==> src/rtl/ace_pkg.sv <==
// ----------------------------------------------------------------------------
// ace_pkg
// Types and constants shared by the compute-instruction encoder modules.
// ----------------------------------------------------------------------------
package ace_pkg;

    // One input beat: a single character of the line.
    typedef struct packed {
        logic [7:0] symbol;
        logic       last_symbol;
    } t_in_beat;

    // One result beat: the encoded word and the comp-too-long flag.
    typedef struct packed {
        logic [15:0] instruction;
        logic        comp_too_long;
    } t_out_beat;

    typedef enum logic [1:0] {
        PH_START     = 2'd0,
        PH_COMP      = 2'd1,
        PH_JUMP_EQ   = 2'd2,
        PH_JUMP_NOEQ = 2'd3
    } t_phase;

    localparam int unsigned COMP_DEPTH = 4;
    localparam int unsigned JUMP_DEPTH = 3;

    // Running state of the line being parsed.
    typedef struct packed {
        t_phase                phase;
        logic [2:0]            dest_flags;
        logic [3:0][7:0]       comp_chars;
        logic [2:0]            comp_count;
        logic                  comp_overflow;
        logic [2:0][7:0]       jump_chars;
        logic [2:0]            jump_count;
    } t_seg;

    // ASCII characters
    localparam logic [7:0] CH_NUL   = 8'h00;
    localparam logic [7:0] CH_EQ    = 8'h3D;
    localparam logic [7:0] CH_SEMI  = 8'h3B;
    localparam logic [7:0] CH_A     = 8'h41;
    localparam logic [7:0] CH_D     = 8'h44;
    localparam logic [7:0] CH_M     = 8'h4D;
    localparam logic [7:0] CH_AMP   = 8'h26;
    localparam logic [7:0] CH_BAR   = 8'h7C;
    localparam logic [7:0] CH_MINUS = 8'h2D;
    localparam logic [7:0] CH_BANG  = 8'h21;
    localparam logic [7:0] CH_ZERO  = 8'h30;
    localparam logic [7:0] CH_ONE   = 8'h31;
    localparam logic [7:0] CH_J     = 8'h4A;
    localparam logic [7:0] CH_G     = 8'h47;
    localparam logic [7:0] CH_T     = 8'h54;
    localparam logic [7:0] CH_E     = 8'h45;
    localparam logic [7:0] CH_Q     = 8'h51;
    localparam logic [7:0] CH_L     = 8'h4C;
    localparam logic [7:0] CH_N     = 8'h4E;
    localparam logic [7:0] CH_P     = 8'h50;

    localparam logic [2:0] C_PREFIX = 3'b111;

    // Comp field codes (without the a-bit)
    localparam logic [5:0] COMP_ZERO    = 6'b101010;
    localparam logic [5:0] COMP_ONE     = 6'b111111;
    localparam logic [5:0] COMP_NEG_ONE = 6'b111010;
    localparam logic [5:0] COMP_AND     = 6'b000000;
    localparam logic [5:0] COMP_OR      = 6'b010101;
    localparam logic [5:0] COMP_A       = 6'b110000;
    localparam logic [5:0] COMP_NOT_A   = 6'b110001;
    localparam logic [5:0] COMP_NEG_A   = 6'b110011;
    localparam logic [5:0] COMP_A_DEC   = 6'b110010;
    localparam logic [5:0] COMP_A_INC   = 6'b110111;
    localparam logic [5:0] COMP_D       = 6'b001100;
    localparam logic [5:0] COMP_NOT_D   = 6'b001101;
    localparam logic [5:0] COMP_NEG_D   = 6'b001111;
    localparam logic [5:0] COMP_D_DEC   = 6'b001110;
    localparam logic [5:0] COMP_D_INC   = 6'b011111;
    localparam logic [5:0] COMP_D_SUB_A = 6'b010011;
    localparam logic [5:0] COMP_A_SUB_D = 6'b000111;
    localparam logic [5:0] COMP_D_ADD_A = 6'b000010;

    // Jump field codes
    localparam logic [2:0] JMP_NONE = 3'd0;
    localparam logic [2:0] JMP_JGT  = 3'd1;
    localparam logic [2:0] JMP_JEQ  = 3'd2;
    localparam logic [2:0] JMP_JGE  = 3'd3;
    localparam logic [2:0] JMP_JLT  = 3'd4;
    localparam logic [2:0] JMP_JNE  = 3'd5;
    localparam logic [2:0] JMP_JLE  = 3'd6;
    localparam logic [2:0] JMP_JMP  = 3'd7;

endpackage

==> src/rtl/assembly_compute_instruction_encoder.sv <==
// ----------------------------------------------------------------------------
// assembly_compute_instruction_encoder
// Encodes one compute-instruction line, streamed a character per beat, into
// the 16-bit word 111a cccccc ddd jjj.
// ----------------------------------------------------------------------------
// Usage:
//   The input channel takes one ASCII character per beat; last_symbol marks
//   the final character of a line. Only the final beat of a line produces a
//   result beat on the output channel, carrying the encoded word and a flag
//   that is set when the comp text ran past four characters.
//   A beat is registered in the input register on acceptance, parsed from
//   there by the parse stage, and the result is loaded into the output
//   register; a final character waits in the input register only while a
//   stalled earlier result still holds the output register.
//   Throughput is one character per cycle while the input is not stalled,
//   set by the single parse stage between the input and output registers.
//   When the receiver stalls, the result waits in the output register and
//   the input register may still take one more beat; non-final characters
//   keep flowing, and input stalls only when a final character finds the
//   output register full and stalled.
//   Reset clears all valid flags and returns the parser to the start of a
//   line.
// ----------------------------------------------------------------------------
module assembly_compute_instruction_encoder import ace_pkg::*; (
    input  logic      i_clk,
    input  logic      i_rst_n,
    input  logic      i_in_valid,
    output logic      o_in_stall,
    input  t_in_beat  i_in,
    output logic      o_out_valid,
    input  logic      i_out_stall,
    output t_out_beat o_out
);

    logic      r_s1_valid;
    t_in_beat  r_s1;
    logic      r_out_valid;
    t_out_beat r_out;
    logic      w_out_free;
    logic      w_step;
    t_seg      w_next;
    t_out_beat w_word;

    assign w_out_free = !r_out_valid || !i_out_stall;
    // Non-final beats never need the output register.
    assign w_step     = r_s1_valid && (!r_s1.last_symbol || w_out_free);
    assign o_in_stall = r_s1_valid && !w_step;

    always_ff @(posedge i_clk) begin
        if (!i_rst_n) begin
            r_s1_valid <= 1'b0;
        end else if (!o_in_stall) begin
            r_s1_valid <= i_in_valid;
        end
    end

    always_ff @(posedge i_clk) begin
        if (i_in_valid && !o_in_stall) begin
            r_s1 <= i_in;
        end
    end

    ace_segment u_segment (
        .i_clk   (i_clk),
        .i_rst_n (i_rst_n),
        .i_step  (w_step),
        .i_beat  (r_s1),
        .o_next  (w_next)
    );

    ace_word_encode u_encode (
        .i_seg  (w_next),
        .o_word (w_word)
    );

    always_ff @(posedge i_clk) begin
        if (!i_rst_n) begin
            r_out_valid <= 1'b0;
        end else if (w_out_free) begin
            r_out_valid <= w_step && r_s1.last_symbol;
        end
    end

    always_ff @(posedge i_clk) begin
        if (w_out_free && w_step && r_s1.last_symbol) begin
            r_out <= w_word;
        end
    end

    assign o_out_valid = r_out_valid;
    assign o_out       = r_out;

    a_line_end_gives_result: assert property (@(posedge i_clk) disable iff (!i_rst_n)
        (w_step && r_s1.last_symbol) |=> o_out_valid)
        else $error("final beat of a line did not produce a result");

    a_result_has_source: assert property (@(posedge i_clk) disable iff (!i_rst_n)
        $rose(o_out_valid) |-> $past(w_step && r_s1.last_symbol))
        else $error("result appeared without a final beat");

    a_stall_only_when_full: assert property (@(posedge i_clk) disable iff (!i_rst_n)
        o_in_stall |-> (r_s1_valid && r_s1.last_symbol && o_out_valid && i_out_stall))
        else $error("input stalled without a blocked final beat");

endmodule

==> src/rtl/ace_segment.sv <==
// ----------------------------------------------------------------------------
// ace_segment
// Tracks the dest, comp and jump segments of the current line and presents
// the state as it stands after the beat being processed.
// ----------------------------------------------------------------------------
module ace_segment import ace_pkg::*; (
    input  logic     i_clk,
    input  logic     i_rst_n,
    input  logic     i_step,
    input  t_in_beat i_beat,
    output t_seg     o_next
);

    t_seg   r_seg;
    t_seg   n_seg;
    t_phase n_phase;
    logic   w_live;
    logic   w_put_comp;
    logic   w_put_jump;
    logic   w_open_comp;
    logic   w_dest;

    assign w_live = (i_beat.symbol != CH_NUL);

    // Next phase
    always_comb begin
        n_phase = r_seg.phase;
        if (w_live) begin
            case (r_seg.phase)
                PH_START: begin
                    if (i_beat.symbol == CH_EQ) begin
                        n_phase = PH_COMP;
                    end else if (i_beat.symbol == CH_SEMI) begin
                        n_phase = PH_JUMP_NOEQ;
                    end
                end
                PH_COMP: begin
                    if (i_beat.symbol == CH_SEMI) begin
                        n_phase = PH_JUMP_EQ;
                    end
                end
                default: n_phase = r_seg.phase;
            endcase
        end
    end

    // Actions taken by the current phase
    always_comb begin
        w_put_comp  = 1'b0;
        w_put_jump  = 1'b0;
        w_open_comp = 1'b0;
        w_dest      = 1'b0;
        if (w_live) begin
            case (r_seg.phase)
                PH_START: begin
                    if (i_beat.symbol == CH_EQ) begin
                        w_open_comp = 1'b1;
                    end else if (i_beat.symbol != CH_SEMI) begin
                        w_dest     = 1'b1;
                        w_put_comp = 1'b1;
                    end
                end
                PH_COMP: begin
                    w_put_comp = (i_beat.symbol != CH_SEMI);
                end
                PH_JUMP_EQ, PH_JUMP_NOEQ: begin
                    w_put_jump = 1'b1;
                end
                default: w_put_jump = 1'b0;
            endcase
        end
    end

    // Segment data
    always_comb begin
        n_seg       = r_seg;
        n_seg.phase = n_phase;
        if (w_dest) begin
            if (i_beat.symbol == CH_A) n_seg.dest_flags[2] = 1'b1;
            if (i_beat.symbol == CH_D) n_seg.dest_flags[1] = 1'b1;
            if (i_beat.symbol == CH_M) n_seg.dest_flags[0] = 1'b1;
        end
        if (w_open_comp) begin
            n_seg.comp_count    = 3'd0;
            n_seg.comp_overflow = 1'b0;
        end
        if (w_put_comp) begin
            if (r_seg.comp_count < 3'(COMP_DEPTH)) begin
                n_seg.comp_chars[r_seg.comp_count[1:0]] = i_beat.symbol;
                n_seg.comp_count = r_seg.comp_count + 3'd1;
            end else begin
                n_seg.comp_overflow = 1'b1;
            end
        end
        if (w_put_jump) begin
            if (r_seg.jump_count < 3'(JUMP_DEPTH)) begin
                n_seg.jump_chars[r_seg.jump_count[1:0]] = i_beat.symbol;
            end
            // Count saturates one past the store so long mnemonics never match.
            if (r_seg.jump_count <= 3'(JUMP_DEPTH)) begin
                n_seg.jump_count = r_seg.jump_count + 3'd1;
            end
        end
    end

    assign o_next = n_seg;

    // Control fields; a finished line returns to the start state.
    // Character stores are only read below their fill counts and are not reset.
    always_ff @(posedge i_clk) begin
        if (!i_rst_n) begin
            r_seg.phase         <= PH_START;
            r_seg.dest_flags    <= 3'd0;
            r_seg.comp_count    <= 3'd0;
            r_seg.comp_overflow <= 1'b0;
            r_seg.jump_count    <= 3'd0;
        end else if (i_step) begin
            r_seg.comp_chars <= n_seg.comp_chars;
            r_seg.jump_chars <= n_seg.jump_chars;
            if (i_beat.last_symbol) begin
                r_seg.phase         <= PH_START;
                r_seg.dest_flags    <= 3'd0;
                r_seg.comp_count    <= 3'd0;
                r_seg.comp_overflow <= 1'b0;
                r_seg.jump_count    <= 3'd0;
            end else begin
                r_seg.phase         <= n_seg.phase;
                r_seg.dest_flags    <= n_seg.dest_flags;
                r_seg.comp_count    <= n_seg.comp_count;
                r_seg.comp_overflow <= n_seg.comp_overflow;
                r_seg.jump_count    <= n_seg.jump_count;
            end
        end
    end

endmodule

==> src/rtl/ace_word_encode.sv <==
// ----------------------------------------------------------------------------
// ace_word_encode
// Decodes the comp, dest and jump segments of a finished line into the
// 16-bit compute word.
// ----------------------------------------------------------------------------
module ace_word_encode import ace_pkg::*; (
    input  t_seg      i_seg,
    output t_out_beat o_word
);

    function automatic logic is_text(
        input logic [3:0][7:0] buf_chars,
        input logic [2:0]      len,
        input logic [2:0]      want_len,
        input logic [7:0]      c0,
        input logic [7:0]      c1,
        input logic [7:0]      c2
    );
        logic hit;
        hit = (len == want_len);
        if (want_len >= 3'd1) hit = hit && (buf_chars[0] == c0);
        if (want_len >= 3'd2) hit = hit && (buf_chars[1] == c1);
        if (want_len >= 3'd3) hit = hit && (buf_chars[2] == c2);
        return hit;
    endfunction

    logic [3:0][7:0] w_orig;
    logic [3:0][7:0] w_fixed;
    logic [3:0]      w_used;
    logic [2:0]      w_len;
    logic            w_a_bit;
    logic            w_has_amp;
    logic            w_has_bar;
    logic            w_has_a;
    logic            w_has_d;
    logic [5:0]      w_comp;
    logic [2:0]      w_dest;
    logic [2:0]      w_jump;

    assign w_orig = i_seg.comp_chars;
    assign w_len  = i_seg.comp_count;

    always_comb begin
        for (int i = 0; i < 4; i++) begin
            w_used[i] = (3'(i) < w_len);
        end
    end

    // The first M becomes A and selects the memory operand.
    always_comb begin
        w_fixed = w_orig;
        w_a_bit = 1'b0;
        for (int i = 0; i < 4; i++) begin
            if (!w_a_bit && w_used[i] && (w_orig[i] == CH_M)) begin
                w_fixed[i] = CH_A;
                w_a_bit    = 1'b1;
            end
        end
    end

    always_comb begin
        w_has_amp = 1'b0;
        w_has_bar = 1'b0;
        w_has_a   = 1'b0;
        w_has_d   = 1'b0;
        for (int i = 0; i < 4; i++) begin
            w_has_amp = w_has_amp | (w_used[i] & (w_fixed[i] == CH_AMP));
            w_has_bar = w_has_bar | (w_used[i] & (w_fixed[i] == CH_BAR));
            w_has_a   = w_has_a   | (w_used[i] & (w_fixed[i] == CH_A));
            w_has_d   = w_has_d   | (w_used[i] & (w_fixed[i] == CH_D));
        end
    end

    // Rules are tried in priority order; the first hit wins.
    always_comb begin
        if (is_text(w_orig, w_len, 3'd1, CH_ZERO, CH_NUL, CH_NUL)) begin
            w_comp = COMP_ZERO;
        end else if (is_text(w_orig, w_len, 3'd1, CH_ONE, CH_NUL, CH_NUL)) begin
            w_comp = COMP_ONE;
        end else if (is_text(w_orig, w_len, 3'd2, CH_MINUS, CH_ONE, CH_NUL)) begin
            w_comp = COMP_NEG_ONE;
        end else if (w_has_amp) begin
            w_comp = COMP_AND;
        end else if (w_has_bar) begin
            w_comp = COMP_OR;
        end else if (w_has_a && !w_has_d) begin
            if (is_text(w_fixed, w_len, 3'd1, CH_A, CH_NUL, CH_NUL)) begin
                w_comp = COMP_A;
            end else if (is_text(w_fixed, w_len, 3'd2, CH_BANG, CH_A, CH_NUL)) begin
                w_comp = COMP_NOT_A;
            end else if (is_text(w_fixed, w_len, 3'd2, CH_MINUS, CH_A, CH_NUL)) begin
                w_comp = COMP_NEG_A;
            end else if (is_text(w_fixed, w_len, 3'd3, CH_A, CH_MINUS, CH_ONE)) begin
                w_comp = COMP_A_DEC;
            end else begin
                w_comp = COMP_A_INC;
            end
        end else if (w_has_d && !w_has_a) begin
            if (is_text(w_fixed, w_len, 3'd1, CH_D, CH_NUL, CH_NUL)) begin
                w_comp = COMP_D;
            end else if (is_text(w_fixed, w_len, 3'd2, CH_BANG, CH_D, CH_NUL)) begin
                w_comp = COMP_NOT_D;
            end else if (is_text(w_fixed, w_len, 3'd2, CH_MINUS, CH_D, CH_NUL)) begin
                w_comp = COMP_NEG_D;
            end else if (is_text(w_fixed, w_len, 3'd3, CH_D, CH_MINUS, CH_ONE)) begin
                w_comp = COMP_D_DEC;
            end else begin
                w_comp = COMP_D_INC;
            end
        end else if (is_text(w_fixed, w_len, 3'd3, CH_D, CH_MINUS, CH_A)) begin
            w_comp = COMP_D_SUB_A;
        end else if (is_text(w_fixed, w_len, 3'd3, CH_A, CH_MINUS, CH_D)) begin
            w_comp = COMP_A_SUB_D;
        end else begin
            w_comp = COMP_D_ADD_A;
        end
    end

    // Jump mnemonic, exactly three characters
    always_comb begin
        w_jump = JMP_NONE;
        if (i_seg.jump_count == 3'(JUMP_DEPTH) && i_seg.jump_chars[0] == CH_J) begin
            case ({i_seg.jump_chars[1], i_seg.jump_chars[2]})
                {CH_G, CH_T}: w_jump = JMP_JGT;
                {CH_E, CH_Q}: w_jump = JMP_JEQ;
                {CH_G, CH_E}: w_jump = JMP_JGE;
                {CH_L, CH_T}: w_jump = JMP_JLT;
                {CH_N, CH_E}: w_jump = JMP_JNE;
                {CH_L, CH_E}: w_jump = JMP_JLE;
                {CH_M, CH_P}: w_jump = JMP_JMP;
                default:      w_jump = JMP_NONE;
            endcase
        end
    end

    // Dest letters only count when an '=' was seen.
    assign w_dest = (i_seg.phase == PH_COMP || i_seg.phase == PH_JUMP_EQ)
                    ? i_seg.dest_flags : 3'd0;

    assign o_word.instruction   = {C_PREFIX, w_a_bit, w_comp, w_dest, w_jump};
    assign o_word.comp_too_long = i_seg.comp_overflow;

endmodule
==> config.mk <==
export PLATFORM = sky130hd
export DESIGN_NAME = assembly_compute_instruction_encoder
export DESIGN_NICKNAME = d
export VERILOG_FILES = /design/src/rtl/ace_pkg.sv /design/src/rtl/assembly_compute_instruction_encoder.sv /design/src/rtl/ace_segment.sv /design/src/rtl/ace_word_encode.sv
export SDC_FILE = /design/constraint.sdc
export NUM_CORES = 1
export LEC_CHECK = 0
export BUFFER_PORTS_ARGS = -buffer_cell sky130_fd_sc_hd__buf_2
export CORE_MARGIN = 2
export CORE_UTILIZATION = 38
export DETAILED_ROUTE_END_ITERATION = 10
export PLACE_DENSITY = 0.59
export SLEW_MARGIN = 20
export SYNTH_ARGS = -nofsm -noshare
export SYNTH_HDL_FRONTEND = slang
export SYNTH_HIERARCHICAL = 1
export SYNTH_SLANG_ARGS = --single-unit
==> constraint.sdc <==
create_clock -name i_clk -period 8.38 [get_ports i_clk]
set_input_delay 1.676 -clock i_clk [delete_from_list [all_inputs] [get_ports i_clk]]
set_output_delay 1.676 -clock i_clk [all_outputs]
set_load 0.1 [all_outputs]
==> results of run 1 <==
## power by group
part | switching [mW] | internal (mW)
Combinational | 0.0626 | 0.0294
Clock | 0.185 | 0.203
Sequential | 0.0143 | 0.532
Total | 0.262 | 0.764
## through the flow
stage / total power [mW] / cell area (µm²) / instances / hold WS, ns
6_report: 1.025 / 6095 / 665 / 0.4794
3_3_place_gp: 0.6459 / 5811 / 648 / 0.4550
2_1_floorplan: 0.6240 / 5523 / 453 / 0.4409
5_1_grt: 1.064 / 6095 / 665 / 0.5077
3_5_place_dp: 0.6481 / 5822 / 649 / 0.4698
4_1_cts: 1.035 / 6095 / 665 / 0.4774
## cell usage in the layout, fill, tap and decap left out, types with 8 or more instances in the layout
cell type,instances
sky130_fd_sc_hd__edfxtp_1,82
sky130_fd_sc_hd__nor2_1,25
sky130_fd_sc_hd__inv_1,10
sky130_fd_sc_hd__ha_1,9
sky130_fd_sc_hd__nand3_1,9
sky130_fd_sc_hd__nor3b_1,9
sky130_fd_sc_hd__dfxtp_1,14
sky130_fd_sc_hd__clkbuf_16,9
sky130_fd_sc_hd__nor4b_1,10
sky130_fd_sc_hd__nand2_1,21
sky130_fd_sc_hd__mux2_2,54
sky130_fd_sc_hd__buf_2,31
sky130_fd_sc_hd__nand2b_1,8
sky130_fd_sc_hd__nor2b_1,9
sky130_fd_sc_hd__a21oi_1,10
## state kept, by name, summed over array words and instances, names as in the netlist
name             cells
o_out               17
o_out_valid          1
u_segment/r_seg     68
r_s1                 9
r_s1_valid           1
## worst max-delay path, stage by stage (launching register included)
cell                       delay [ns]
sky130_fd_sc_hd__edfxtp_1        0.77
sky130_fd_sc_hd__nor4_4          0.15
sky130_fd_sc_hd__a211oi_4        0.56
sky130_fd_sc_hd__nand3_4         0.20
sky130_fd_sc_hd__mux2_2          0.36
sky130_fd_sc_hd__or4b_4          0.59
sky130_fd_sc_hd__nor4_2          0.37
sky130_fd_sc_hd__a21o_1          0.19
sky130_fd_sc_hd__a21o_1          0.11
sky130_fd_sc_hd__nor2b_1         0.31
sky130_fd_sc_hd__and3b_1         0.23
sky130_fd_sc_hd__o221ai_1        0.19
## cells by family (layout without fill, tap and decap cells)
kind of cell | count (synthesis) | in the layout | synth area share, %
adder cells (fa/ha/maj) | 9 | 9 | 2.042
XOR/XNOR | 5 | 5 | 0.7942
flip-flops | 96 | 96 | 49.73
AND/OR/NAND/NOR | 175 | 175 | 22.19
multiplexers | 57 | 57 | 11.84
other | 1 | 3 | 0.06799
AO/OA/AOI/OAI | 75 | 75 | 10.39
buffers and inverters | 33 | 61 | 2.949
## area by class of cell
cell class	count	area share, %
Clock buffer	10	3.757
Multi-Input combinational cell	324	43.03
Clock inverter	6	0.7185
Timing Repair Buffer	35	3.100
Inverter	10	0.6159
Sequential cell	96	45.00
Tap cell	184	3.777
## worst min path at each step
stage / start / endpoint / slack [ns] / cells after the start
floorplan: u_segment/r_seg[27] / u_segment/r_seg[27] / 0.44 / 2
global placement: u_segment/r_seg[27] / u_segment/r_seg[27] / 0.46 / 2
detailed placement: u_segment/r_seg[64] / u_segment/r_seg[64] / 0.47 / 2
CTS: u_segment/r_seg[27] / u_segment/r_seg[27] / 0.48 / 2
global route: u_segment/r_seg[27] / u_segment/r_seg[27] / 0.51 / 2
finish: u_segment/r_seg[27] / u_segment/r_seg[27] / 0.48 / 2
## layer usage
layer / GRT usage, % / vias up / wire (µm) / part of all wire [%]
met1: 23.38 / 1846 / 6093 / 48
met2: 25.33 / 110 / 5682 / 45
met5: 0 / - / 0 / 0
li1: - / 1816 / - / -
met3: 3.308 / 19 / 622 / 4.9
met4: 6.411 / 0 / 251 / 2.0
==> summary by stage, run 1 <==
Synth
The post-synthesis instance area is roughly 5500 µm². The share of synthesized registers carrying an async set or reset is 0%. In this run the biggest area consumer among cell types represents 44.65% of the synthesized area. Yosys instantiated no cell more often than sky130_fd_sc_hd__edfxtp_1. The library cell occupying the most area in the post-synthesis netlist is sky130_fd_sc_hd__edfxtp_1. The Yosys step of the flow raised 6 warnings. The number of synthesized flops with an enable pin is 82. The synthesized area divided by synthesized cell count is 12.23 µm². The prevailing post-synth register cell is sky130_fd_sc_hd__edfxtp_1. The netlist uses 74 different library cells. In the post-synthesis netlist, the biggest area contributors are sky130_fd_sc_hd__edfxtp_1, sky130_fd_sc_hd__mux2_2, sky130_fd_sc_hd__dfxtp_1. The share of the Yosys chip area taken by registers is 49.73%. Counting flops and latches in the post-synthesis netlist gives 96. Counting instances in the post-synthesis netlist gives the leading cell types as sky130_fd_sc_hd__edfxtp_1, sky130_fd_sc_hd__mux2_2, sky130_fd_sc_hd__nor2_1.

The cell count after synthesis is 451.

Timing
The timing-limited maximum frequency is 0.2372 GHz. The number of max-slew violations in the final report is 0. The number of hold violations in the final report was 0. Setup repair after global routing left no endpoint under its margin. Setup violations remaining at the end of the flow were counted as 0.

The setup slack of the critical path after layout is approximately 4.2 ns. At the pin with the least slew margin, the transition time is roughly 0.95 ns. Clock skew on the completed layout was measured at roughly 0.012 ns. The setup TNS is 0 ns.

In this run the tightest slew margin relative to its limit is a little over a third. The post-route clock period utilization is 50.30%. Subtracting the final worst setup slack from the clock period gives 4.215 ns.

Worst setup path
The setup path with the least slack is of type flip-flop to flip-flop. The worst setup path startpoint is r_s1[2]. The worst-case register-to-register setup slack is 4.16 ns.

Data on the critical path arrives at its endpoint at 4.39 ns. The critical-path maximum fanout is 15. The number of cell instances on the worst register-to-register path is 11.

The reg-to-reg endpoint is o_out[9]. The reg-to-reg startpoint is r_s1[2]. The required time of the worst setup path is approximately 8.6 ns.

The most critical setup path has its endpoint at o_out[9]. STA classifies the critical path endpoint as a flip-flop. The kind of start point of the critical path is a flip-flop.

Final layout
The net count of the finished layout is roughly 500. From synthesis to final layout, the design area changed by 10.50%. The number of filler cells placed in the layout is roughly 1.3k. The multi-input combinational cells in the finished layout cover a total of roughly 2600 µm². Registers take 2743 µm². Cells with a size suffix above 1 make up between 20% and 30% of the layout.

The final core utilization is a little over two fifths. 0 antenna diodes ended up in the layout.

Power
The maximum vdd ir drop is 0.09143 mV. In this run the power density over the cells is around 170 nW/µm². In this run the static leakage power is ~2 nW.

GRT
Global routing used 16.62% of the available tracks across all layers. The number of global-route vias before repair is 3778. For this run the aggregate overflow at the end of global routing stands at 0. Entering global routing, the biggest net connects 57 pins. The initial antenna violation count was 0. The first-pass GRT wire length is 20490 µm.

Floorplanning
The die footprint is 15490 µm². The floorplan core area is 14370 µm². In this run the vertical extent of the chip is around 120 µm. The initial utilization of the core area, before any placement, comes to 38.38%. The floorplan has between 40 and 50 rows. The die outline width is 124.5 µm. For this design the top-level I/O count stands at 32.

Routing
The count of vias placed by the detailed router is 3791. After detailed routing, the number of vias per cell comes to 5.701. The first-pass iteration count of the detailed router is 5. For this block, the initial DRC count from the detailed router was roughly 400. Once detail routing completed, the nets flagged for antenna violations numbered 0. The mean routed wirelength per cell is 19.02 µm.

Summed over all layers, the routed wires come to 12650 µm. In the routed design, unresolved DRC markers number 0.

Clocking
Buffers added to address setup during post-CTS repair amount to 0. The tree is rooted in a sky130_fd_sc_hd__clkbuf_16. The number of clock sinks is 96. TritonCTS built the clock tree. The number of gates resized after CTS was 0. The longest clock path from root to sink contains 2 buffers. The latest clock arrival within the worst-skew pair is 0.35 ns. The count of hold buffers inserted by post-cts repair is 0. Counting the buffers created by CTS gives 9.

The clock slew seen by the registers of the worst setup and hold paths is roughly 0.07 ns. The H-tree was split into 3 levels.

Job
The number of max-capacitance violations reported is 0.

Placement
Once detailed placement completed, the half-perimeter wirelength came to a little under 9000 µm. Buffers placed on the I/O ports in this run total 31. The congestion estimate from routability-driven global placement came to 0.8523.

The worst setup slack before clock tree synthesis is 4.161 ns.

Hold path
The worst hold path belongs to the class flip-flop to flip-flop.

Status
The flow ran to the end, and the final reports show no timing, DRC or antenna violations.
(Power assumes the default switching activity.)
==> inputs of run 2 (changes only) <==
==> constraint.sdc (replaced) <==
create_clock -name i_clk -period 3.9 [get_ports i_clk]
set_input_delay 0.78 -clock i_clk [delete_from_list [all_inputs] [get_ports i_clk]]
set_output_delay 0.78 -clock i_clk [all_outputs]
set_load 0.1 [all_outputs]
==> run 2 against run 1 <==
First-iteration DRC count is 6.5% lower. Non-clock buffer count increased by 30. Global-route usage increased by 0.34 points. Hold slack got worse by 0.0049 ns. Final area is 4.4% higher. Die area is the same. Sequential share of layout area is 1.9 points lower. Clock-buffer cell count down 1. Total power is 120% higher. Critical path depth rose by 1. Via count rose by 2.2%. Register-to-register slack got worse by 4.0 ns. Largest power group unchanged.
==> summary by stage, run 2 (synthesized netlist as in run 1, its figures left out) <==
Power
The leakage power total is 2.191 nW (+8.2%). The power density over the cells is 362.3 nW/µm² (+120%). The switching share of power is 25.19% (-0.35 points). The proportion of power drawn by flip-flops and latches was 50.3% (-2.9 points). The maximum vdd ir drop is 0.2540 mV (+180%).

The internal power summed over all cells is 1.724 mW (+130%). The power spent charging and discharging nets is 580.4 µW (+120%). The clock network fraction of design power is 39.7% (+1.9 points).

The share of total power in combinational logic is 10.0% (+1.0 points).

GRT
The fraction of met2 tracks used by global routing is 26.42% (+1.1 points). In this run the most used layer during global routing was met2. The number of global-route vias before repair came to 3784 (+0.16%).

The maximum number of pins on one net before global-route repair came to 57 (unchanged). The global-route met1 utilization came to 24.47% (+1.1 points). The all-layer global routing usage is 16.96% (+0.34 points). The met3 track demand over resource is 2.663% (-0.64 points). The remaining global-route overflow is 0 (unchanged). The first-pass GRT wire length was 20980 µm (+2.4%). The initial antenna violation count is 0 (unchanged).

Floorplanning
The number of cell rows is 44 (unchanged). The floorplan core area is 14370 µm² (unchanged). The initial cell density of the core is 38.38% (unchanged).

The die extent in y came to 124.5 µm (unchanged). The number of placed I/O pins is 32 (unchanged). The die outline width is 124.5 µm (unchanged). The die footprint was 15490 µm² (unchanged).

Timing
The worst-margin pin slew is 0.8948 ns (-0.05421 ns). The clock period minus final worst setup slack is 3.746 ns (-0.4693 ns). The setup skew after layout was 0.008651 ns (-0.003380 ns). The timing-limited maximum frequency is 0.2669 GHz (+13%). The number of hold violations in the final report is 0 (unchanged). Setup repair after global routing left no endpoint under its margin.

The post-route clock period utilization is 96.06% (+46 points). The setup TNS was 0 ns (unchanged). The final-report setup violation count is 0 (unchanged).

The worst max-slew margin expressed relative to the limit was 40.23% (+3.6 points). The setup slack of the critical path after layout is 0.1538 ns (-4.011 ns). The number of max-slew violations in the final report was 0 (unchanged).

Final layout
The number of antenna diodes was 0 (unchanged). The number of flip-flops under the largest register name is 68 (unchanged). The area growth from synthesis to layout is 15.31%. The register with the highest flop count is u_segment/r_seg. The final core utilization is 44.26% (+1.8 points). The number of filler cells placed in the layout is 1295 (-3.1%). The share of layout cells above drive strength 1 is 33.46% (+4.6 points).

The commonest non-fill, non-tap cell in the layout is sky130_fd_sc_hd__edfxtp_1. In the layout the commonest cells are sky130_fd_sc_hd__edfxtp_1, sky130_fd_sc_hd__mux2_2, sky130_fd_sc_hd__buf_4, sky130_fd_sc_hd__buf_2, sky130_fd_sc_hd__nor2_1. The flip-flop and latch area is 2743 µm² (unchanged).

The net count of the finished layout came to 528 (+6.0%). The multi-input combinational cell area was 2636 µm² (+0.52%).

Clocking
The H-tree depth reported by CTS is 3 (unchanged). The clock slew seen by the registers of the worst setup and hold paths is 0.07 ns (about the same). The latest clock arrival within the worst-skew pair came to 0.34 ns (about the same). The count of hold buffers inserted by post-cts repair is 0 (unchanged).

The root buffer cell chosen for the clock tree is sky130_fd_sc_hd__clkbuf_16. The CTS buffer count was 9 (unchanged). The number of clock sinks was 96 (unchanged). The buffer levels on the longest clock path is 2 (unchanged). The clock tree from TritonCTS is yes.

Routing
The first-pass iteration count of the detailed router is 5 (unchanged). The number of DRC violations after detailed routing was 0 (unchanged). The initial detailed-routing violation count came to 373 (-6.5%). The sum of routed wire length over all layers is 12910 µm (+2.1%). The mean routed wirelength per cell is 18.58 µm (-2.3%). The count of vias placed by the detailed router was 3876 (+2.2%). The remaining antenna violation count is 0 (unchanged). The number of vias per cell came to 5.577 (-2.2%).

Worst setup path
The worst-case register-to-register setup slack was 0.15 ns (-4.01 ns). The end point of the critical path is o_out[11]. The depth of the critical timing path with buffers and inverters included is 12 (+1). The number of cell instances on the worst register-to-register path came to 12 (+1). The endpoint arrival time on the critical path is 3.84 ns (-0.55 ns).

The worst setup path startpoint is r_s1[6]. Walking the worst path, the cells encountered are and4_1, o211ai_1, buf_4, nand3_4, mux2_2, or4b_4, or3_4, nor4_2, o21a_2, o21ai_2, a311oi_2, o21ai_1. The slowest library cell on the worst path is sky130_fd_sc_hd__or4b_4. The required time of the worst setup path is 4.00 ns (-4.56 ns). The total buffers and inverters traversed by the critical path is 1 (+1). The delay contributed by the slowest stage of the critical path was 0.56 ns (-0.21 ns). The endpoint identified for the worst register-to-register timing path is o_out[11]. The kind of start point of the critical path is a flip-flop. The kind of critical path is flip-flop to flip-flop. In this design, the largest share of critical-path delay is due to simple AND/OR/NAND/NOR gates. The kind of end point of the critical path is a flip-flop.

The critical-path maximum fanout is 11 (-4). The reg-to-reg startpoint is r_s1[6].

Status
The run finished with clean final reports.

Placement
The final weighted congestion in routability-driven placement came to 0.8791 (+3.1%). The worst setup slack before clock tree synthesis is 0.04569 ns (-4.116 ns). The total half-perimeter wirelength after legalization and detailed placement was 9267 µm (+6.6%).

The number of port buffers was 31 (unchanged).

Hold path
The path class of the tightest hold or removal check is flip-flop to flip-flop.

Job
The number of max-capacitance violations reported is 0 (unchanged).
run 2: changes by cell type in the layout (fill, tap and decap cells not counted), sizes merged:
cell / delta
clkinvlp: -1
bufinv: +1
buf: +30
inv: +1
clkbuf: -1
run 2: layout make-up:
class,instances,area share [%]
flip-flops and latches,96,43.12
multi-input cells,324,41.45
repair buffers,65,6.453
well taps,184,3.620
clock buffers,9,3.541
clock inverters,7,1.220
inverters,10,0.5902
run 2: power groups by stage:
stage	Clock (mW)	Sequential [mW]	Combinational, mW
floorplan	0	1.21	0.131
global placement	0	1.18	0.219
detailed placement	0	1.18	0.222
CTS	0.935	1.16	0.222
global route	0.967	1.16	0.247
finish	0.914	1.16	0.230
run 2: per-layer routing:
metal / vias to the layer above / part of all wire [%]
li1: 1864 / -
met1: 1933 / 49
met2: 70 / 47
met3: 9 / 2.9
met4: 0 / 1.2
met5: - / 0
run 2: how the worst min path moves through the flow:
| stage | from | endpoint | slack (ns) | cells past startpoint |
|---|---|---|---|---|
| global placement | u_segment/r_seg[27] | u_segment/r_seg[27] | 0.45 | 2 |
| global route | u_segment/r_seg[65] | u_segment/r_seg[65] | 0.53 | 2 |
| finish | u_segment/r_seg[27] | u_segment/r_seg[27] | 0.47 | 2 |
| floorplan | u_segment/r_seg[27] | u_segment/r_seg[27] | 0.44 | 2 |
| detailed placement | u_segment/r_seg[27] | u_segment/r_seg[27] | 0.46 | 2 |
| CTS | u_segment/r_seg[27] | u_segment/r_seg[27] | 0.48 | 2 |
run 2: worst reg2reg max path: stages (launching register included):
cell	delay, ns
sky130_fd_sc_hd__edfxtp_1	0.50
sky130_fd_sc_hd__and4_1	0.33
sky130_fd_sc_hd__o211ai_1	0.12
sky130_fd_sc_hd__buf_4	0.21
sky130_fd_sc_hd__nand3_4	0.17
sky130_fd_sc_hd__mux2_2	0.40
sky130_fd_sc_hd__or4b_4	0.56
sky130_fd_sc_hd__or3_4	0.41
sky130_fd_sc_hd__nor4_2	0.22
sky130_fd_sc_hd__o21a_2	0.20
sky130_fd_sc_hd__o21ai_2	0.07
sky130_fd_sc_hd__a311oi_2	0.25
sky130_fd_sc_hd__o21ai_1	0.08
run 2: metrics by stage:
step / instance area (µm²) / hold WS [ns] / total power [mW] / std cells
after CTS: 6301 / 0.4777 / 2.319 / 689
after floorplan: 5523 / 0.4409 / 1.341 / 453
after global placement: 5998 / 0.4526 / 1.403 / 673
after detailed placement: 5998 / 0.4606 / 1.407 / 673
final: 6360 / 0.4745 / 2.304 / 695
after global routing: 6360 / 0.5286 / 2.378 / 695
run 2: what timing repair did:
| action | in CTS | in global routing |
|---|---|---|
| buffers inserted | 0 | 6 |
| endpoints found under the setup margin | 0 | 3 |
| gates resized for setup | 0 | 1 |
==> inputs of run 3 (changes only) <==
--- a/config.mk
+++ b/config.mk
@@ -5,11 +5,13 @@
 export SDC_FILE = /design/constraint.sdc
 export NUM_CORES = 1
 export LEC_CHECK = 0
+export ABC_AREA = 1
 export BUFFER_PORTS_ARGS = -buffer_cell sky130_fd_sc_hd__buf_2
 export CORE_MARGIN = 2
-export CORE_UTILIZATION = 38
+export CORE_UTILIZATION = 62
 export DETAILED_ROUTE_END_ITERATION = 10
-export PLACE_DENSITY = 0.59
+export GPL_TIMING_DRIVEN = 0
+export PLACE_DENSITY = 0.86
 export SLEW_MARGIN = 20
 export SYNTH_ARGS = -nofsm -noshare
 export SYNTH_HDL_FRONTEND = slang
==> run 3 against run 2 <==
Register-to-register slack improved by 0.14 ns. Total power fell by 9.1%. Hold slack improved by 0.023 ns. Critical path depth rose by 12. Critical endpoint unchanged. Sequential power barely moved. Highest routed layer unchanged. Wire length fell by 4.6%. Flip-flop and latch count did not move. Largest cell class unchanged. Non-clock buffer count fell by 18.
==> summary by stage, run 3 <==
Timing
The setup skew after layout is 0.01845 ns (+0.009801 ns). The worst max-slew margin expressed relative to the limit is 49.11% (+8.9 points). The timing-limited maximum frequency is 0.2773 GHz (+3.9%). The number of max-slew violations in the final report was 0 (unchanged). The final-report setup violation count came to 0 (unchanged). The clock period minus final worst setup slack is 3.606 ns (-0.1400 ns). The setup TNS is 0 ns (unchanged). Setup repair after global routing left no endpoint under its margin. The number of hold violations in the final report is 0 (unchanged).

The worst-margin pin slew is 0.7624 ns (-0.1323 ns). The worst hold slack is 0.4973 ns (+0.02286 ns). The post-route clock period utilization is 92.47% (-3.6 points).

Hold path
The number of stages on the worst hold path was 2 (unchanged). The worst hold path begins at u_segment/r_seg[27]. The worst hold path belongs to the class flip-flop to flip-flop. For hold timing, the worst endpoint is u_segment/r_seg[27].

Power
The maximum vdd ir drop came to 0.2174 mV (-14%). The proportion of power drawn by flip-flops and latches was 54.8% (+4.5 points). The leakage power total came to 2.607 nW (+19%).

The post-route total power was 2.094 mW (-9.1%). The internal power summed over all cells is 1.540 mW (-11%). The clock network fraction of design power was 34.4% (-5.3 points).

The power spent charging and discharging nets is 554.6 µW (-4.4%). The switching share of power is 26.48% (+1.3 points). The share of total power in combinational logic is 10.7% (+0.7 points). The power density over the cells came to 336.0 nW/µm² (-7.3%).

Synth
The cell count after synthesis is 681 (+51%). The prevailing post-synth register cell is sky130_fd_sc_hd__edfxtp_1. In the synthesized netlist, the cells that appear most often are sky130_fd_sc_hd__nand2_1, sky130_fd_sc_hd__edfxtp_1, sky130_fd_sc_hd__inv_1. The synthesis warning total is 6 (unchanged). The count of unique library cells instantiated by Yosys is 45 (-39%). The number of synthesized flops with an enable pin is 82 (unchanged). The synthesized area divided by synthesized cell count is 8.306 µm² (-32%). The fraction of the yosys area taken by sequential cells is 48.48% (-1.2 points). The library cell occupying the most area in the post-synthesis netlist is sky130_fd_sc_hd__edfxtp_1.

The top-area cell type share of the netlist area is 43.53% (-1.1 points). The post-synthesis instance area is 5657 µm² (+2.6%). By instance count, the leading cell after synthesis is sky130_fd_sc_hd__nand2_1.

The flop and latch count out of synthesis was 96 (unchanged). The share of synthesized registers carrying an async set or reset came to 0% (unchanged). By area the synthesized netlist is led by sky130_fd_sc_hd__edfxtp_1, sky130_fd_sc_hd__nand2_1, sky130_fd_sc_hd__dfxtp_1.

Placement
The total half-perimeter wirelength after legalization and detailed placement is 8932 µm (-3.6%). The number of port buffers came to 31 (unchanged). The final weighted congestion in routability-driven placement is 0.9364 (+6.5%).

GRT
The number of global-route vias before repair came to 4500 (+19%). The maximum number of pins on one net before global-route repair was 31 (-46%). The all-layer global routing usage is 26.57% (+9.6 points). The remaining global-route overflow is 0 (unchanged). The initial antenna violation count is 0 (unchanged).

The first-pass GRT wire length is 20610 µm (-1.8%).

Floorplanning
The number of cell rows is 34 (-23%). The die extent in y was 99.52 µm (-20%). The die outline width came to 99.52 µm (-20%). The floorplan core area is 8763 µm² (-39%). The die footprint is 9903 µm² (-36%). The number of placed I/O pins is 32 (unchanged). The initial cell density of the core was 64.55% (+26 points).

Clocking
The clock tree root driver cell is sky130_fd_sc_hd__clkbuf_8. The buffer levels on the longest clock path is 2 (unchanged). The CTS buffer count is 9 (unchanged).

The number of clock sinks was 96 (unchanged). The clock slew seen by the registers of the worst setup and hold paths is 0.11 ns (+0.04 ns). The H-tree depth reported by CTS is 3 (unchanged). The latest clock arrival within the worst-skew pair is 0.36 ns (+0.02 ns).

The clock tree from TritonCTS is yes.

Status
The flow ran to the end, and the final reports show no timing, DRC or antenna violations.

Worst setup path
The required time of the worst setup path is 4.02 ns (+0.02 ns). In this run the critical register-to-register path is launched from r_s1[3]. The delay contributed by the slowest stage of the critical path is 0.42 ns (-0.14 ns). For this design, the slowest cell found on the critical path is sky130_fd_sc_hd__edfxtp_1. The endpoint arrival time on the critical path is 3.73 ns (-0.11 ns). Traced cell by cell, the critical path runs through clkinv_2, nand2_2, nor2_4, nand2_8, nand3_4, nand2_4, nand2_4, nor2_8, nand2_4, buf_6, o21ai_2, nand2_1, nor2_2, nand3_1, nand3_1, nand2_1, nand3b_1, nand3_2, nand2_1, nand2_1, nor2_1, nand2_1, nand2_1, nand2_1. The worst register-to-register path ends at o_out[11].

The kind of start point of the critical path is a flip-flop. The number of cell instances on the worst register-to-register path is 24 (+12). The gate family responsible for the most delay along the worst path is simple AND/OR/NAND/NOR gates. Counting stages on the worst path, the most repeated cell is sky130_fd_sc_hd__nand2_1. The worst-case register-to-register setup slack is 0.29 ns (+0.14 ns). The kind of end point of the critical path is a flip-flop. The critical path starts at r_s1[3].

The kind of critical path is flip-flop to flip-flop. The total buffers and inverters traversed by the critical path came to 2 (+1). The depth of the critical timing path with buffers and inverters included is 24 (+12). The critical-path maximum fanout is 10 (-1).

Final layout
From synthesis to final layout, the design area changed by 10.17%. The number of antenna diodes came to 0 (unchanged). Leaving out fill and tap cells, the most frequent cell in the layout is sky130_fd_sc_hd__nand2_1. The share of layout cells above drive strength 1 is 17.24% (-16 points). The net count of the finished layout is 748 (+42%). In the layout the commonest cells are sky130_fd_sc_hd__nand2_1, sky130_fd_sc_hd__edfxtp_1, sky130_fd_sc_hd__inv_1, sky130_fd_sc_hd__nor2_1, sky130_fd_sc_hd__nand3_1. The final core utilization came to 71.12% (+27 points).

The number of flip-flops under the largest register name is 68 (unchanged). u_segment/r_seg holds more flip-flops than any other register.

Routing
The first-pass iteration count of the detailed router is 5 (unchanged). The sum of routed wire length over all layers is 12320 µm (-4.6%). The initial detailed-routing violation count was 432 (+16%). The mean routed wirelength per cell is 14.68 µm (-21%). The remaining antenna violation count is 0 (unchanged). The number of DRC violations after detailed routing is 0 (unchanged). The number of vias per cell is 5.677 (+1.8%). The count of vias placed by the detailed router came to 4763 (+23%).

Job
The number of max-capacitance violations reported is 0 (unchanged).
-- run 3: final cells by class --
class | count | area [µm²]
repair buffers | 32 | 182.7
multi-input cells | 487 | 2505
flip-flops and latches | 96 | 2743
fillers | 666 | 2531
clock inverters | 6 | 78.83
plain buffers | 15 | 116.4
well taps | 108 | 135.1
clock buffers | 10 | 148.9
inverters | 85 | 322.8
-- run 3: power by group through the flow --
| stage | Combinational (mW) | Clock, mW | Sequential (mW) |
|---|---|---|---|
| after floorplan | 0.126 | 0 | 1.21 |
| after global placement | 0.211 | 0 | 1.17 |
| after detailed placement | 0.220 | 0 | 1.17 |
| after CTS | 0.221 | 0.730 | 1.15 |
| after global routing | 0.246 | 0.766 | 1.15 |
| final | 0.225 | 0.721 | 1.15 |
-- run 3: per-stage QoR --
step | cell area [µm²] | setup slack [ns] | instances
2_1_floorplan | 5664 | 0.9618 | 683
3_3_place_gp | 5954 | 0.3720 | 822
3_5_place_dp | 5982 | 0.2873 | 823
4_1_cts | 6210 | 0.2468 | 839
5_1_grt | 6232 | 0.002376 | 839
6_report | 6232 | 0.2938 | 839
-- run 3: cells by family after synthesis --
| kind of cell | after synthesis | synth area share [%] |
|---|---|---|
| flip-flops | 96 | 48.48 |
| AND/OR/NAND/NOR | 384 | 32.07 |
| AO/OA/AOI/OAI | 90 | 9.534 |
| adder cells (fa/ha/maj) | 9 | 1.991 |
| other | 1 | 0.06629 |
| XOR/XNOR | 1 | 0.1549 |
| buffers and inverters | 100 | 7.697 |
-- run 3: worst max path at each step --
stage,end
2_1_floorplan,o_out[11]
6_report,o_out[11]
3_3_place_gp,o_out[11]
3_5_place_dp,o_out[11]
5_1_grt,o_out[11]
4_1_cts,o_out[11]
-- run 3: timing repair --
action | in CTS | in global routing
buffers inserted | 0 | 0
resized for setup | 0 | 7
hold buffers | 0 | 0
setup endpoints to repair | 0 | 4
-- run 3: worst reg2reg max path, cell delays in order, from the launching register on --
cell,delay (ns)
sky130_fd_sc_hd__edfxtp_1,0.42
sky130_fd_sc_hd__clkinv_2,0.27
sky130_fd_sc_hd__nand2_2,0.18
sky130_fd_sc_hd__nor2_4,0.06
sky130_fd_sc_hd__nand2_8,0.09
sky130_fd_sc_hd__nand3_4,0.08
sky130_fd_sc_hd__nand2_4,0.10
sky130_fd_sc_hd__nand2_4,0.08
sky130_fd_sc_hd__nor2_8,0.16
sky130_fd_sc_hd__nand2_4,0.12
sky130_fd_sc_hd__buf_6,0.17
sky130_fd_sc_hd__o21ai_2,0.17
sky130_fd_sc_hd__nand2_1,0.12
sky130_fd_sc_hd__nor2_2,0.21
sky130_fd_sc_hd__nand3_1,0.22
sky130_fd_sc_hd__nand3_1,0.15
sky130_fd_sc_hd__nand2_1,0.09
sky130_fd_sc_hd__nand3b_1,0.11
sky130_fd_sc_hd__nand3_2,0.14
sky130_fd_sc_hd__nand2_1,0.11
sky130_fd_sc_hd__nand2_1,0.07
sky130_fd_sc_hd__nor2_1,0.10
sky130_fd_sc_hd__nand2_1,0.07
sky130_fd_sc_hd__nand2_1,0.05
sky130_fd_sc_hd__nand2_1,0.05
-- run 3: routing by layer --
layer  global-route usage [%]  vias up  wire length [µm]
li1                         -     2369                 -
met1                    35.80     2187              5358
met2                    42.26      173              5743
met3                    4.427       34               768
met4                    12.64        0               448
met5                        0        -                 0
